### src/rtl/threshold_leader_clustering_defines.svh
// Assertion macros for the threshold leader clustering block.
// Included by the RTL files that carry concurrent checks; no other dependencies.
// Simulation builds get the checks; builds with SYNTH defined get empty bodies.
`ifndef THRESHOLD_LEADER_CLUSTERING_DEFINES_SVH
`define THRESHOLD_LEADER_CLUSTERING_DEFINES_SVH
`ifndef SYNTH
// same-cycle implication, clocked on aclk, off during reset
`define TLC_ASSERT_IMP(lbl, ante, cons) \
    lbl: assert property (@(posedge aclk) disable iff (!aresetn) (ante) |-> (cons)) \
        else $error("tlc: check failed");
// next-cycle implication
`define TLC_ASSERT_NXT(lbl, ante, cons) \
    lbl: assert property (@(posedge aclk) disable iff (!aresetn) (ante) |=> (cons)) \
        else $error("tlc: check failed");
`else
`define TLC_ASSERT_IMP(lbl, ante, cons)
`define TLC_ASSERT_NXT(lbl, ante, cons)
`endif
`endif

### src/rtl/tlc_pkg.sv
// Package for the threshold leader clustering block: item structs, sequencer
// and decision enums, control struct of the distance unit, default constants.
// No dependencies.
package tlc_pkg;

    localparam int MAX_CLUSTERS_DEF = 16;
    localparam int COORD_BITS_DEF   = 16;

    localparam int THR_W    = 34;
    localparam int FIELD_W  = 16;
    localparam int COUNT_W  = 16;
    localparam int WEIGHT_W = 32;
    localparam int IDX_W    = 4;

    typedef struct packed {
        logic                       start_set;
        logic signed [FIELD_W-1:0]  point_x;
        logic signed [FIELD_W-1:0]  point_y;
        logic signed [FIELD_W-1:0]  point_z;
        logic [FIELD_W-1:0]         point_weight;
    } tlc_in_t;

    typedef struct packed {
        logic [IDX_W-1:0]           cluster_index;
        logic                       opened_new;
        logic                       table_full;
        logic [COUNT_W-1:0]         cluster_count;
        logic [WEIGHT_W-1:0]        cluster_weight;
        logic signed [FIELD_W-1:0]  center_x;
        logic signed [FIELD_W-1:0]  center_y;
        logic signed [FIELD_W-1:0]  center_z;
    } tlc_out_t;

    typedef enum logic [2:0] {
        ST_IDLE,
        ST_LOAD,
        ST_MUL,
        ST_CMP,
        ST_FETCH,
        ST_WRITE
    } tlc_state_t;

    typedef enum logic [1:0] {
        ACT_JOIN,
        ACT_FULL,
        ACT_NEW
    } tlc_act_t;

    // control of the shared square-accumulate unit
    typedef struct packed {
        logic ena;    // take one axis this cycle
        logic first;  // first axis of a center: restart the sum
    } tlc_mac_ctl_t;

endpackage

### src/rtl/tlc_dist_unit.sv
// Shared squared-distance unit: one axis difference squared per cycle while
// ctl.ena is high, registered product, running sum over the three axes.
// Depends on tlc_pkg.
module tlc_dist_unit #(
    parameter int COORD_BITS = tlc_pkg::COORD_BITS_DEF
) (
    input  logic                        aclk,
    input  tlc_pkg::tlc_mac_ctl_t       ctl,
    input  logic signed [COORD_BITS-1:0] a,
    input  logic signed [COORD_BITS-1:0] b,
    output logic [2*COORD_BITS+2:0]     dist_sum
);
    import tlc_pkg::*;

    localparam int SQ_W = 2 * COORD_BITS + 1;
    localparam int DW   = 2 * COORD_BITS + 3;

    logic signed [COORD_BITS:0]     diff;
    logic signed [2*COORD_BITS+1:0] prod_full;
    logic [SQ_W-1:0]                prod_reg;
    logic [DW-1:0]                  acc_reg;

    assign diff      = (COORD_BITS + 1)'(a) - (COORD_BITS + 1)'(b);
    assign prod_full = diff * diff;

    always_ff @(posedge aclk) begin
        if (ctl.ena) begin
            prod_reg <= prod_full[SQ_W-1:0];
            acc_reg  <= ctl.first ? '0 : acc_reg + DW'(prod_reg);
        end
    end

    // valid in the cycle after the third axis is taken
    assign dist_sum = acc_reg + DW'(prod_reg);

endmodule

### src/rtl/threshold_leader_clustering.sv
// Threshold leader clustering of weighted 3-D points. Each accepted point is
// compared with every cluster center in use (squared Euclidean distance, first
// minimum wins), then joins the nearest cluster when that distance is strictly
// below threshold_sq, opens a new cluster otherwise, or is dropped with
// table_full when all MAX_CLUSTERS entries are in use. One result item per
// point. A point steps from acceptance to its result through load, a multiply
// step per axis plus a compare per center in use, fetch and write; with an
// empty table or start_set it goes straight to fetch and write. One squarer is
// shared over the three axes. s_ready is high only between points, once the
// result is registered, so a new point is taken only after the last one is
// through; the write step waits while an earlier result is still held. The
// output register holds a result until taken, while the next point already
// runs. The threshold is to be written through cfg_wr_en/cfg_wr_data by the
// user only while idle; the block itself does not enforce it.
`include "threshold_leader_clustering_defines.svh"
module threshold_leader_clustering #(
    parameter int MAX_CLUSTERS = tlc_pkg::MAX_CLUSTERS_DEF,
    parameter int COORD_BITS   = tlc_pkg::COORD_BITS_DEF
) (
    input  logic                      aclk,
    input  logic                      aresetn,
    input  logic                      cfg_wr_en,
    input  logic [tlc_pkg::THR_W-1:0] cfg_wr_data,
    input  logic                      s_valid,
    output logic                      s_ready,
    input  tlc_pkg::tlc_in_t          s_data,
    output logic                      m_valid,
    input  logic                      m_ready,
    output tlc_pkg::tlc_out_t         m_data
);
    import tlc_pkg::*;

    localparam int IW = (MAX_CLUSTERS > 1) ? $clog2(MAX_CLUSTERS) : 1;
    localparam int UW = $clog2(MAX_CLUSTERS + 1);
    localparam int DW = 2 * COORD_BITS + 3;
    localparam int CW = (DW > THR_W) ? DW : THR_W;
    localparam logic [UW-1:0] USED_MAX = UW'(MAX_CLUSTERS);

    typedef logic signed [COORD_BITS-1:0] coord_t;

    // cluster table: one write port, one registered read port
    logic [2:0][COORD_BITS-1:0] ctr_mem [MAX_CLUSTERS];
    logic [COUNT_W-1:0]         cnt_mem [MAX_CLUSTERS];
    logic [WEIGHT_W-1:0]        wgt_mem [MAX_CLUSTERS];

    logic                       rd_en, wr_en;
    logic [IW-1:0]              rd_addr, wr_addr;
    logic [2:0][COORD_BITS-1:0] rd_ctr_reg, wr_ctr;
    logic [COUNT_W-1:0]         rd_cnt_reg, wr_cnt;
    logic [WEIGHT_W-1:0]        rd_wgt_reg, wr_wgt;

    tlc_state_t          state_reg, state_next;
    tlc_act_t            act_reg, act_next;
    logic [UW-1:0]       used_reg, used_next;
    logic [IW-1:0]       scan_idx_reg, scan_idx_next;
    logic [IW-1:0]       best_idx_reg, best_idx_next;
    logic [DW-1:0]       best_d_reg, best_d_next;
    logic                found_reg, found_next;
    logic [1:0]          axis_reg, axis_next;
    logic [THR_W-1:0]    thr_reg;
    logic [2:0][COORD_BITS-1:0] pt_reg, pt_next;
    logic [FIELD_W-1:0]  pw_reg, pw_next;
    logic                m_valid_reg, m_valid_next;
    tlc_out_t            m_data_reg, m_data_next;

    logic                accept, slot_free, last_center;
    tlc_mac_ctl_t        mac_ctl;
    coord_t              mac_a, mac_b;
    logic [DW-1:0]       mac_dist;
    logic [COUNT_W-1:0]  cnt_inc;
    logic [WEIGHT_W:0]   wgt_sum;
    logic [WEIGHT_W-1:0] wgt_sat;

    // stored coordinate to 16-bit output field (sign-extends narrow widths)
    function automatic logic [FIELD_W-1:0] ctr_field(input coord_t v);
        return FIELD_W'(v);
    endfunction

    assign accept      = s_valid && s_ready;
    assign slot_free   = !m_valid_reg || m_ready;
    assign last_center = (UW'(scan_idx_reg) + UW'(1)) == used_reg;

    assign s_ready = (state_reg == ST_IDLE);
    assign m_valid = m_valid_reg;
    assign m_data  = m_data_reg;

    // ---------------- shared distance unit ----------------
    always_comb begin
        case (axis_reg)
            2'd0:    begin mac_a = coord_t'(rd_ctr_reg[0]); mac_b = coord_t'(pt_reg[0]); end
            2'd1:    begin mac_a = coord_t'(rd_ctr_reg[1]); mac_b = coord_t'(pt_reg[1]); end
            2'd2:    begin mac_a = coord_t'(rd_ctr_reg[2]); mac_b = coord_t'(pt_reg[2]); end
            default: begin mac_a = '0; mac_b = '0; end
        endcase
    end

    assign mac_ctl.ena   = (state_reg == ST_MUL);
    assign mac_ctl.first = (axis_reg == 2'd0);

    tlc_dist_unit #(
        .COORD_BITS(COORD_BITS)
    ) u_dist (
        .aclk     (aclk),
        .ctl      (mac_ctl),
        .a        (mac_a),
        .b        (mac_b),
        .dist_sum (mac_dist)
    );

    // join update, both saturating
    assign cnt_inc = (rd_cnt_reg == {COUNT_W{1'b1}}) ? rd_cnt_reg : rd_cnt_reg + COUNT_W'(1);
    assign wgt_sum = {1'b0, rd_wgt_reg} + (WEIGHT_W + 1)'(pw_reg);
    assign wgt_sat = wgt_sum[WEIGHT_W] ? {WEIGHT_W{1'b1}} : wgt_sum[WEIGHT_W-1:0];

    // ---------------- next state ----------------
    always_comb begin
        state_next = state_reg;
        case (state_reg)
            ST_IDLE: begin
                if (accept) begin
                    if (s_data.start_set || used_reg == '0) state_next = ST_FETCH;
                    else                                     state_next = ST_LOAD;
                end
            end
            ST_LOAD:  state_next = ST_MUL;
            ST_MUL:   if (axis_reg == 2'd2) state_next = ST_CMP;
            ST_CMP:   state_next = last_center ? ST_FETCH : ST_MUL;
            ST_FETCH: state_next = ST_WRITE;
            ST_WRITE: if (slot_free) state_next = ST_IDLE;
            default:  state_next = ST_IDLE;
        endcase
    end

    // ---------------- datapath and table control ----------------
    always_comb begin
        act_next      = act_reg;
        used_next     = used_reg;
        scan_idx_next = scan_idx_reg;
        best_idx_next = best_idx_reg;
        best_d_next   = best_d_reg;
        found_next    = found_reg;
        axis_next     = axis_reg;
        pt_next       = pt_reg;
        pw_next       = pw_reg;
        m_valid_next  = m_valid_reg && !m_ready;
        m_data_next   = m_data_reg;
        rd_en         = 1'b0;
        rd_addr       = scan_idx_reg;
        wr_en         = 1'b0;
        wr_addr       = best_idx_reg;
        wr_ctr        = rd_ctr_reg;
        wr_cnt        = cnt_inc;
        wr_wgt        = wgt_sat;

        case (state_reg)
            ST_IDLE: begin
                if (accept) begin
                    // coordinates read as COORD_BITS-bit two's complement
                    pt_next[0]    = COORD_BITS'($unsigned(s_data.point_x));
                    pt_next[1]    = COORD_BITS'($unsigned(s_data.point_y));
                    pt_next[2]    = COORD_BITS'($unsigned(s_data.point_z));
                    pw_next       = s_data.point_weight;
                    scan_idx_next = '0;
                    best_idx_next = '0;
                    found_next    = 1'b0;
                    if (s_data.start_set) used_next = '0;
                end
            end
            ST_LOAD: begin
                rd_en     = 1'b1;
                axis_next = 2'd0;
            end
            ST_MUL: begin
                axis_next = axis_reg + 2'd1;
            end
            ST_CMP: begin
                // strict compare keeps the first minimum
                if (!found_reg || mac_dist < best_d_reg) begin
                    best_d_next   = mac_dist;
                    best_idx_next = scan_idx_reg;
                end
                found_next = 1'b1;
                axis_next  = 2'd0;
                if (!last_center) begin
                    scan_idx_next = scan_idx_reg + IW'(1);
                    rd_en         = 1'b1;
                    rd_addr       = scan_idx_reg + IW'(1);
                end
            end
            ST_FETCH: begin
                rd_en   = 1'b1;
                rd_addr = best_idx_reg;
                if (found_reg && CW'(best_d_reg) < CW'(thr_reg))
                    act_next = ACT_JOIN;
                else if (used_reg == USED_MAX)
                    act_next = ACT_FULL;
                else
                    act_next = ACT_NEW;
            end
            ST_WRITE: begin
                if (slot_free) begin
                    m_valid_next                = 1'b1;
                    m_data_next.cluster_index   = IDX_W'(best_idx_reg);
                    m_data_next.opened_new      = 1'b0;
                    m_data_next.table_full      = 1'b0;
                    m_data_next.cluster_count   = rd_cnt_reg;
                    m_data_next.cluster_weight  = rd_wgt_reg;
                    m_data_next.center_x        = ctr_field(coord_t'(rd_ctr_reg[0]));
                    m_data_next.center_y        = ctr_field(coord_t'(rd_ctr_reg[1]));
                    m_data_next.center_z        = ctr_field(coord_t'(rd_ctr_reg[2]));
                    case (act_reg)
                        ACT_JOIN: begin
                            wr_en                      = 1'b1;
                            m_data_next.cluster_count  = cnt_inc;
                            m_data_next.cluster_weight = wgt_sat;
                        end
                        ACT_FULL: begin
                            m_data_next.table_full = 1'b1;
                        end
                        ACT_NEW: begin
                            wr_en                       = 1'b1;
                            wr_addr                     = used_reg[IW-1:0];
                            wr_ctr                      = pt_reg;
                            wr_cnt                      = COUNT_W'(1);
                            wr_wgt                      = WEIGHT_W'(pw_reg);
                            used_next                   = used_reg + UW'(1);
                            m_data_next.cluster_index   = IDX_W'(used_reg[IW-1:0]);
                            m_data_next.opened_new      = 1'b1;
                            m_data_next.cluster_count   = COUNT_W'(1);
                            m_data_next.cluster_weight  = WEIGHT_W'(pw_reg);
                            m_data_next.center_x        = ctr_field(coord_t'(pt_reg[0]));
                            m_data_next.center_y        = ctr_field(coord_t'(pt_reg[1]));
                            m_data_next.center_z        = ctr_field(coord_t'(pt_reg[2]));
                        end
                        default: begin
                            m_data_next.table_full = 1'b1;
                        end
                    endcase
                end
            end
            default: begin
            end
        endcase
    end

    // ---------------- table memory ----------------
    always_ff @(posedge aclk) begin
        if (wr_en) begin
            ctr_mem[wr_addr] <= wr_ctr;
            cnt_mem[wr_addr] <= wr_cnt;
            wgt_mem[wr_addr] <= wr_wgt;
        end
        if (rd_en) begin
            rd_ctr_reg <= ctr_mem[rd_addr];
            rd_cnt_reg <= cnt_mem[rd_addr];
            rd_wgt_reg <= wgt_mem[rd_addr];
        end
    end

    // ---------------- registers ----------------
    always_ff @(posedge aclk) begin
        if (!aresetn) begin
            state_reg   <= ST_IDLE;
            used_reg    <= '0;
            m_valid_reg <= 1'b0;
            thr_reg     <= '0;
        end else begin
            state_reg   <= state_next;
            used_reg    <= used_next;
            m_valid_reg <= m_valid_next;
            if (cfg_wr_en) thr_reg <= cfg_wr_data;
        end
    end

    always_ff @(posedge aclk) begin
        act_reg      <= act_next;
        scan_idx_reg <= scan_idx_next;
        best_idx_reg <= best_idx_next;
        best_d_reg   <= best_d_next;
        found_reg    <= found_next;
        axis_reg     <= axis_next;
        pt_reg       <= pt_next;
        pw_reg       <= pw_next;
        m_data_reg   <= m_data_next;
    end

    // ---------------- checks ----------------
    `TLC_ASSERT_IMP(a_used_bound, 1'b1, used_reg <= USED_MAX)
    `TLC_ASSERT_IMP(a_scan_in_use, state_reg == ST_MUL, UW'(scan_idx_reg) < used_reg)
    `TLC_ASSERT_NXT(a_new_bump, wr_en && act_reg == ACT_NEW, used_reg == $past(used_reg) + UW'(1))
    `TLC_ASSERT_IMP(a_flags_excl, m_valid_reg, !(m_data_reg.opened_new && m_data_reg.table_full))
    `TLC_ASSERT_NXT(a_full_hold, state_reg == ST_WRITE && act_reg == ACT_FULL, used_reg == USED_MAX)

endmodule
### config.mk
export PLATFORM = sky130hd
export DESIGN_NAME = threshold_leader_clustering
export DESIGN_NICKNAME = d
export VERILOG_FILES = /design/src/rtl/tlc_pkg.sv /design/src/rtl/tlc_dist_unit.sv /design/src/rtl/threshold_leader_clustering.sv
export VERILOG_INCLUDE_DIRS = /design/src /design/src/rtl
export SDC_FILE = /design/constraint.sdc
export NUM_CORES = 2
export LEC_CHECK = 0
export BUFFER_PORTS_ARGS = -buffer_cell sky130_fd_sc_hd__buf_2
export CORE_AREA = 2 2 467 353
export CTS_BUF_LIST = sky130_fd_sc_hd__clkbuf_2
export DETAILED_ROUTE_END_ITERATION = 8
export DIE_AREA = 0 0 469 355
export PLACE_DENSITY_LB_ADDON = 0.3
export SLEW_MARGIN = 20
export SYNTH_ARGS = -nofsm -noshare
export SYNTH_HDL_FRONTEND = slang
export SYNTH_SLANG_ARGS = --single-unit
### constraint.sdc
create_clock -name aclk -period 8.6 [get_ports aclk]
set_input_delay 0 -clock aclk [delete_from_list [all_inputs] [get_ports aclk]]
set_output_delay 0 -clock aclk [all_outputs]
set_load 0.02 [all_outputs]
=== After elaboration in Yosys (flattened, before gate mapping) ===
Memories as Yosys holds them, arrays and structs flattened. A register that Yosys moved wholly into a read port is not among the register bits.
Index checks and enable logic that the tools add are counted.

* Register bits: 325
* Latch bits: 0
* Bits in writable memories: 1536
* Memory bits (read-only): 0
* Bits of input ports: 104
* Output and inout port bits: 104
* Logic and storage cells: 131
* Memories kept: 3

* Add/subtract/negate cells: 8
* $mul: 1
* Divide/modulo/power cells: 0
* Magnitude comparators: 2
* Equality and inequality tests: 17
* Shift operators: 0
* Muxes and demuxes: 50
* Bitwise gates (word level): 0
* Reductions and logical operators: 26

{| class="wikitable"
|+ Memories
! name !! words !! width !! read ports !! clocked after memory_dff !! wr ports !! line !! RTL
|-
| ctr_mem || 16 || 48 || 1 || 1 || 1 || threshold_leader_clustering.sv:42 || <nowiki>logic [2:0][COORD_BITS-1:0] ctr_mem [MAX_CLUSTERS];</nowiki>
|-
| wgt_mem || 16 || 32 || 1 || 1 || 1 || threshold_leader_clustering.sv:44 || <nowiki>logic [WEIGHT_W-1:0] wgt_mem [MAX_CLUSTERS];</nowiki>
|-
| cnt_mem || 16 || 16 || 1 || 1 || 1 || threshold_leader_clustering.sv:43 || <nowiki>logic [COUNT_W-1:0] cnt_mem [MAX_CLUSTERS];</nowiki>
|}

{| class="wikitable"
|+ Operator list
! operator !! count
|-
| 48-bit 2-to-1 mux || 4
|-
| 32-bit 2-to-1 mux || 4
|-
| 16-bit one-hot mux with 3 select lines || 2
|-
| 48-bit one-hot mux with 2 select lines || 1
|-
| 16-bit 2-to-1 mux || 4
|-
| 35-bit by 33-bit adder with 35-bit output || 1
|-
| 35-bit by 34-bit less-than comparator with 1-bit output || 1
|-
| 35-bit less-than comparator || 1
|-
| 32-bit by 16-bit adder with 33-bit output || 1
|-
| 17-bit by 17-bit multiplier with 33-bit output || 1
|-
| 5-bit 2-to-1 mux || 5
|-
| 4-bit 2-to-1 mux || 6
|-
| 4-bit one-hot mux with 2 select lines || 3
|-
| 3-bit one-hot mux with 6 select lines || 1
|-
| 16-bit by 16-bit subtractor with 17-bit output || 1
|-
| 16-bit by 1-bit adder with 16-bit output (second input constant) || 1
|-
| 16-bit equality test (second input constant) || 1
|-
| 3-bit 2-to-1 mux || 5
|-
| 1-bit 2-to-1 mux || 10
|-
| 5-bit one-hot mux with 2 select lines || 1
|-
| 2-bit AND reduction || 4
|-
| 3-bit by 2-bit equality test with 1-bit output (second input constant) || 2
|-
| 3-bit equality test (second input constant) || 2
|-
| 2-bit by 1-bit inequality test with 1-bit output (second input constant) || 3
|-
| other kinds (23) || 39
|}

=== Logic depth before layout (Yosys ltp) ===
* Depth after elaboration: 7
* Mapped depth: 41
* Mapped depth without buffers: 37

=== Modules after synthesis ===
From an unflattened synthesis, not the netlist that was laid out.

* Cells, all modules: 6257
* Area total of the unflattened synthesis: 90788.3 um^2

{| class="wikitable"
|+ Modules (own cells, without submodules)
! module !! times used !! cells each !! area each (um^2) !! sequential area each (um^2)
|-
| threshold_leader_clustering || 1 || 4672 || 76065.5 || 56294.0
|-
| tlc_dist_unit || 1 || 1585 || 14722.9 || 2011.9
|}

=== Least setup slack after synthesis ===
Ideal clock, no wire load.

* Path kind: flip-flop to flip-flop
* Start point: reg axis_reg[0]
* End point: reg u_dist.prod_reg[32], data pin
* Library setup time: 0.260 ns
* Arrival: 9.303 ns
* Required time: 8.340 ns
* Setup slack: -0.963 ns
* Cell stages (with the launch flop): 39
* Buffers on the path: 4
* Period minus slack after synthesis: 9.563 ns
* Cell sequence: edfxtp_1 > inv_1 > ha_1 > clkbuf_1 > clkbuf_1 > a222oi_1 > or2_2 > ha_1 > fa_1 > nor2b_1 > o21ai_0 > a21boi_0 > o41ai_1 > o21ai_0 > nand2_1 > a21oi_1 > o22a_1 > clkbuf_1 > [3 not listed] > inv_1 > fa_1 > inv_1 > fa_1 > fa_1 > fa_1 > inv_1 > fa_1 > inv_1 > ha_1 > a2111o_1 > a21oi_1 > o31ai_1 > o41ai_1 > a21oi_1 > a21o_1 > a21oi_1 > xnor2_1

* Longest elaborated chain between the ends: 4
* Elaborated cells between the ends (all ways): 7
* Those cells by class: 1 x add/sub; 1 x mul; 2 x eq/ne; 2 x mux; 1 x reduce/logical

{| class="wikitable"
|+ RTL lines
! item !! line !! RTL
|-
| start: declaration || threshold_leader_clustering.sv:59 || <nowiki>logic [1:0] axis_reg, axis_next;</nowiki>
|-
| start signal: assignment || threshold_leader_clustering.sv:281 || <nowiki>axis_reg <= axis_next;</nowiki>
|-
| 2-bit equality test, or another cell as far along || threshold_leader_clustering.sv:89 || <nowiki>case (axis_reg)</nowiki>
|-
| 16-bit one-hot mux with 3 select lines || threshold_leader_clustering.sv:89 ||
|-
| 16-bit by 16-bit subtractor with 17-bit output * || tlc_dist_unit.sv:23 || <nowiki>assign diff = (COORD_BITS + 1)'(a) - (COORD_BITS + 1)'(b);</nowiki>
|-
| 17-bit by 17-bit multiplier with 33-bit output * || tlc_dist_unit.sv:24 || <nowiki>assign prod_full = diff * diff;</nowiki>
|-
| net u_dist.prod_full[32] || tlc_dist_unit.sv:19 || <nowiki>logic signed [2*COORD_BITS+1:0] prod_full;</nowiki>
|-
| end signal: assignment || tlc_dist_unit.sv:28 || <nowiki>prod_reg <= prod_full[SQ_W-1:0];</nowiki>
|-
| end: declaration || tlc_dist_unit.sv:20 || <nowiki>logic [SQ_W-1:0] prod_reg;</nowiki>
|}

The timed path passes the listed nets; every way through them passes the cells marked *.
A chain may end at the register's enable or synchronous reset.

=== Worst setup path after layout ===
Ends and elaborated chain as after synthesis.

==> results by group <==
Die
  – Floorplan row count: 128
  – Die Area: 166000 um^2
  – Core ar.: 162000 um^2
  – Die width: 469 um
  – Die Y: 355 um
  – Top Ports: 208
  – Initial Util: 0.569

Yosys
  – Synth async-reset ratio: 0
  – Top cells by count, synth: 1913 x edfxtp_1, 1689 x nand2_1, 508 x and3_1
  – Mapped Cells: 7305
  – Flops & latches, synth: 1956
  – Mapped Area: 92000 um^2
  – Ys flop type: edfxtp_1
  – Most common cell in the netlist: edfxtp_1
  – Ranking of synthesized cells by area: edfxtp_1 62%, nand2_1 6.9%, fa_1 5.8%, and3_1 3.5%, ha_1 3.0%
  – Synth area leader: edfxtp_1
  – Sequential-to-total area share from yosys stat: 0.634
  – Syn nets: 7894
  – Share of the synthesized area in the top cell type: 0.624
  – Syn avg cell area: 12.6 um^2
  – Library cells used by synthesis: 77
  – Yosys Warn Count: 0
  – Number of synthesized flops with an enable pin: 1913

Route
  – Initial DRC Count: 8756
  – Antenna-violating nets left: 0
  – WL per Instance: 24.5 um
  – Via density: 6.04
  – Drt first pass iters: 9
  – Vias: 65.5k
  – Residual DRC: 7
  – Routed wire length: 266000 um

Run status
  – Status: finished, violations left
  – Failing checks: design-rule violations, negative setup slack

Global route
  – First-pass GRT wire length: 394000 um
  – Pin count of the biggest net entering global routing: 240
  – GRT Total Usage: 0.315
  – GR Overflow Total: 0
  – Vias in the first global route: 64.6k
  – Initial antenna violation count: 10

Final layout
  – # nets final: 8939
  – Layout Cells excl Fill: 10.8k
  – Largest register FFs: 768
  – Top reg by flops: ctr_mem
  – Share of post-route cells with drive strength above 1: 0.189
  – Largest regs: ctr_mem x768, wgt_mem x512, cnt_mem x256
  – Post-route cell area: 106000 um^2
  – Area grow syn2layout: 15.4%

Placed design
  – Placed cell area: 96900 um^2
  – Placer Congestion: 0.943
  – Hpwl dp: 144000 um
  – Placed Cells: 9582
  – PortBufs: 207

Setup path
  – CP required: 10050 ps
  – Crit Path Max Fanout: 5
  – CP max stage cell: fa_1
  – Setup Crit Path Kind: flop to flop
  – Worst path max stage delay: 520 ps
  – Setup crit end kind: flop
  – Data arrival, critical path: 10690 ps
  – Most repeated library cell on the critical path: fa_1
  – CP startpoint kind: flop

CTS
  – Clk slew on worst S/H paths: 130 ps
  – CTS max path bufs: 4
  – CTS H-tree depth: 5
  – CTS tree: yes
  – Clock latency on the worst-skew pair: 1930 ps
  – Num Clock Sinks: 1956
  – CTS buffer count: 456
  – CTS root buf: clkbuf_2

STA
  – Setup ws final: -637 ps
  – # setup viols final: 10
  – Rel. slew slack: 0.188
  – Final Hold Fails: 0
  – RSZ-0062 raised after global routing: yes
  – Clk_skew: 288 ps
  – Slew @ Worst Pin: 1210 ps
  – Hold WS: 258 ps
  – Tmin final: 9240 ps
  – Post-route clock period utilization: 1.07
  – Final setup TNS: -2540 ps
  – Fmax: 108 MHz
  – Fin. max-slew vios: 0

Flow run
  – # Max-Cap Violations: 0

Hold path
  – Min-delay worst type: input pin to flop
-- kinds of logic after synthesis --
group / count (synthesis) / synth area share
xor gates and xnor gates: 122 / 0.0116
adders and majority gates: 485 / 0.0876
buffers and inverters: 853 / 0.0393
and+or+nand+nor: 2736 / 0.132
muxes: 95 / 0.0110
DFF: 1956 / 0.634
AOI/OAI and AO/OA: 1058 / 0.0846
-- final timing paths --
path	start	depth (start not counted)	slack, ps	endpoint
worst min-delay path	s_valid	9	260	state_reg[2]$_SDFFE_PN0P_
worst max-delay path	axis_reg[0]$_SDFFCE_PP0P_	40	-640	u_dist.prod_reg[32]$_DFFE_PN_
worst max register to register	axis_reg[0]$_SDFFCE_PP0P_	40	-640	u_dist.prod_reg[32]$_DFFE_PN_
worst min register to register	state_reg[0]$_SDFFE_PN0P_	2	470	state_reg[1]$_SDFFE_PN0P_
-- cell type report --
class                   instances  area [um^2]
fillers                     11600        55500
multi-input cells            4496        31200
well taps                    2145         2680
inverters                     437         1670
clock inverters               123          596
flip-flops and latches       1956        58300
repair buffers               1003         8410
clock buffers                 666         3330
diodes                         10         25.0
-- stage by stage --
stage / utilization / worst slack (ps)
global route: 0.657 / -763
detailed placement: 0.599 / -675
floorplan: - / -844
global placement: 0.599 / -512
CTS: 0.653 / -272
finish: 0.657 / -637
-- metal layers --
| metal | GRT usage | part of all wire | wire, um |
|---|---|---|---|
| met2 | 0.485 | 0.46 | 122000 |
| met4 | 0.136 | 0.043 | 11600 |
| met1 | 0.433 | 0.38 | 102000 |
| met5 | 0 | 0.00027 | 72 |
| met3 | 0.0741 | 0.11 | 30400 |
-- layout by cell type (no fill, tap or decap), types with 98 or more instances in the layout --
cell type / synthesis / routed
buf_2: 145 / 207
a31oi_1: 229 / 212
inv_1: 430 / 411
fa_1: 266 / 255
clkbuf_2: 1 / 666
clkinv_1: 5 / 102
a31o_2: 99 / 98
edfxtp_1: 1913 / 1913
nand2_1: 1689 / 1671
and3_1: 508 / 508
a211oi_1: 105 / 105
a21oi_1: 122 / 101
ha_1: 219 / 200
nor2_1: 259 / 230
buf_4: 6 / 347
dlygate4sd3_1: 0 / 406
-- worst max-delay path, delay by kind of cell, from the launching register on --
kind | cells | cell delay [ps]
xor gates and xnor gates | 2 | 330
buffers and inverters | 15 | 1550
DFF | 1 | 430
AOI/OAI and AO/OA | 12 | 2660
adders and majority gates | 9 | 3590
and+or+nand+nor | 2 | 170
-- what timing repair did --
item                                    4_1_cts  5_1_grt
hold endpoints to repair                    444        0
endpoints found under the setup margin       11       15
cloned                                        1        0
setup buffers                                36       17
gates resized for setup                     101       91
hold buffers                                406        0
pin swaps                                    64       66
Power is left out: the tool's default activity adds up to more than one toggle a clock period on the data nets, which glitch-free logic cannot reach.
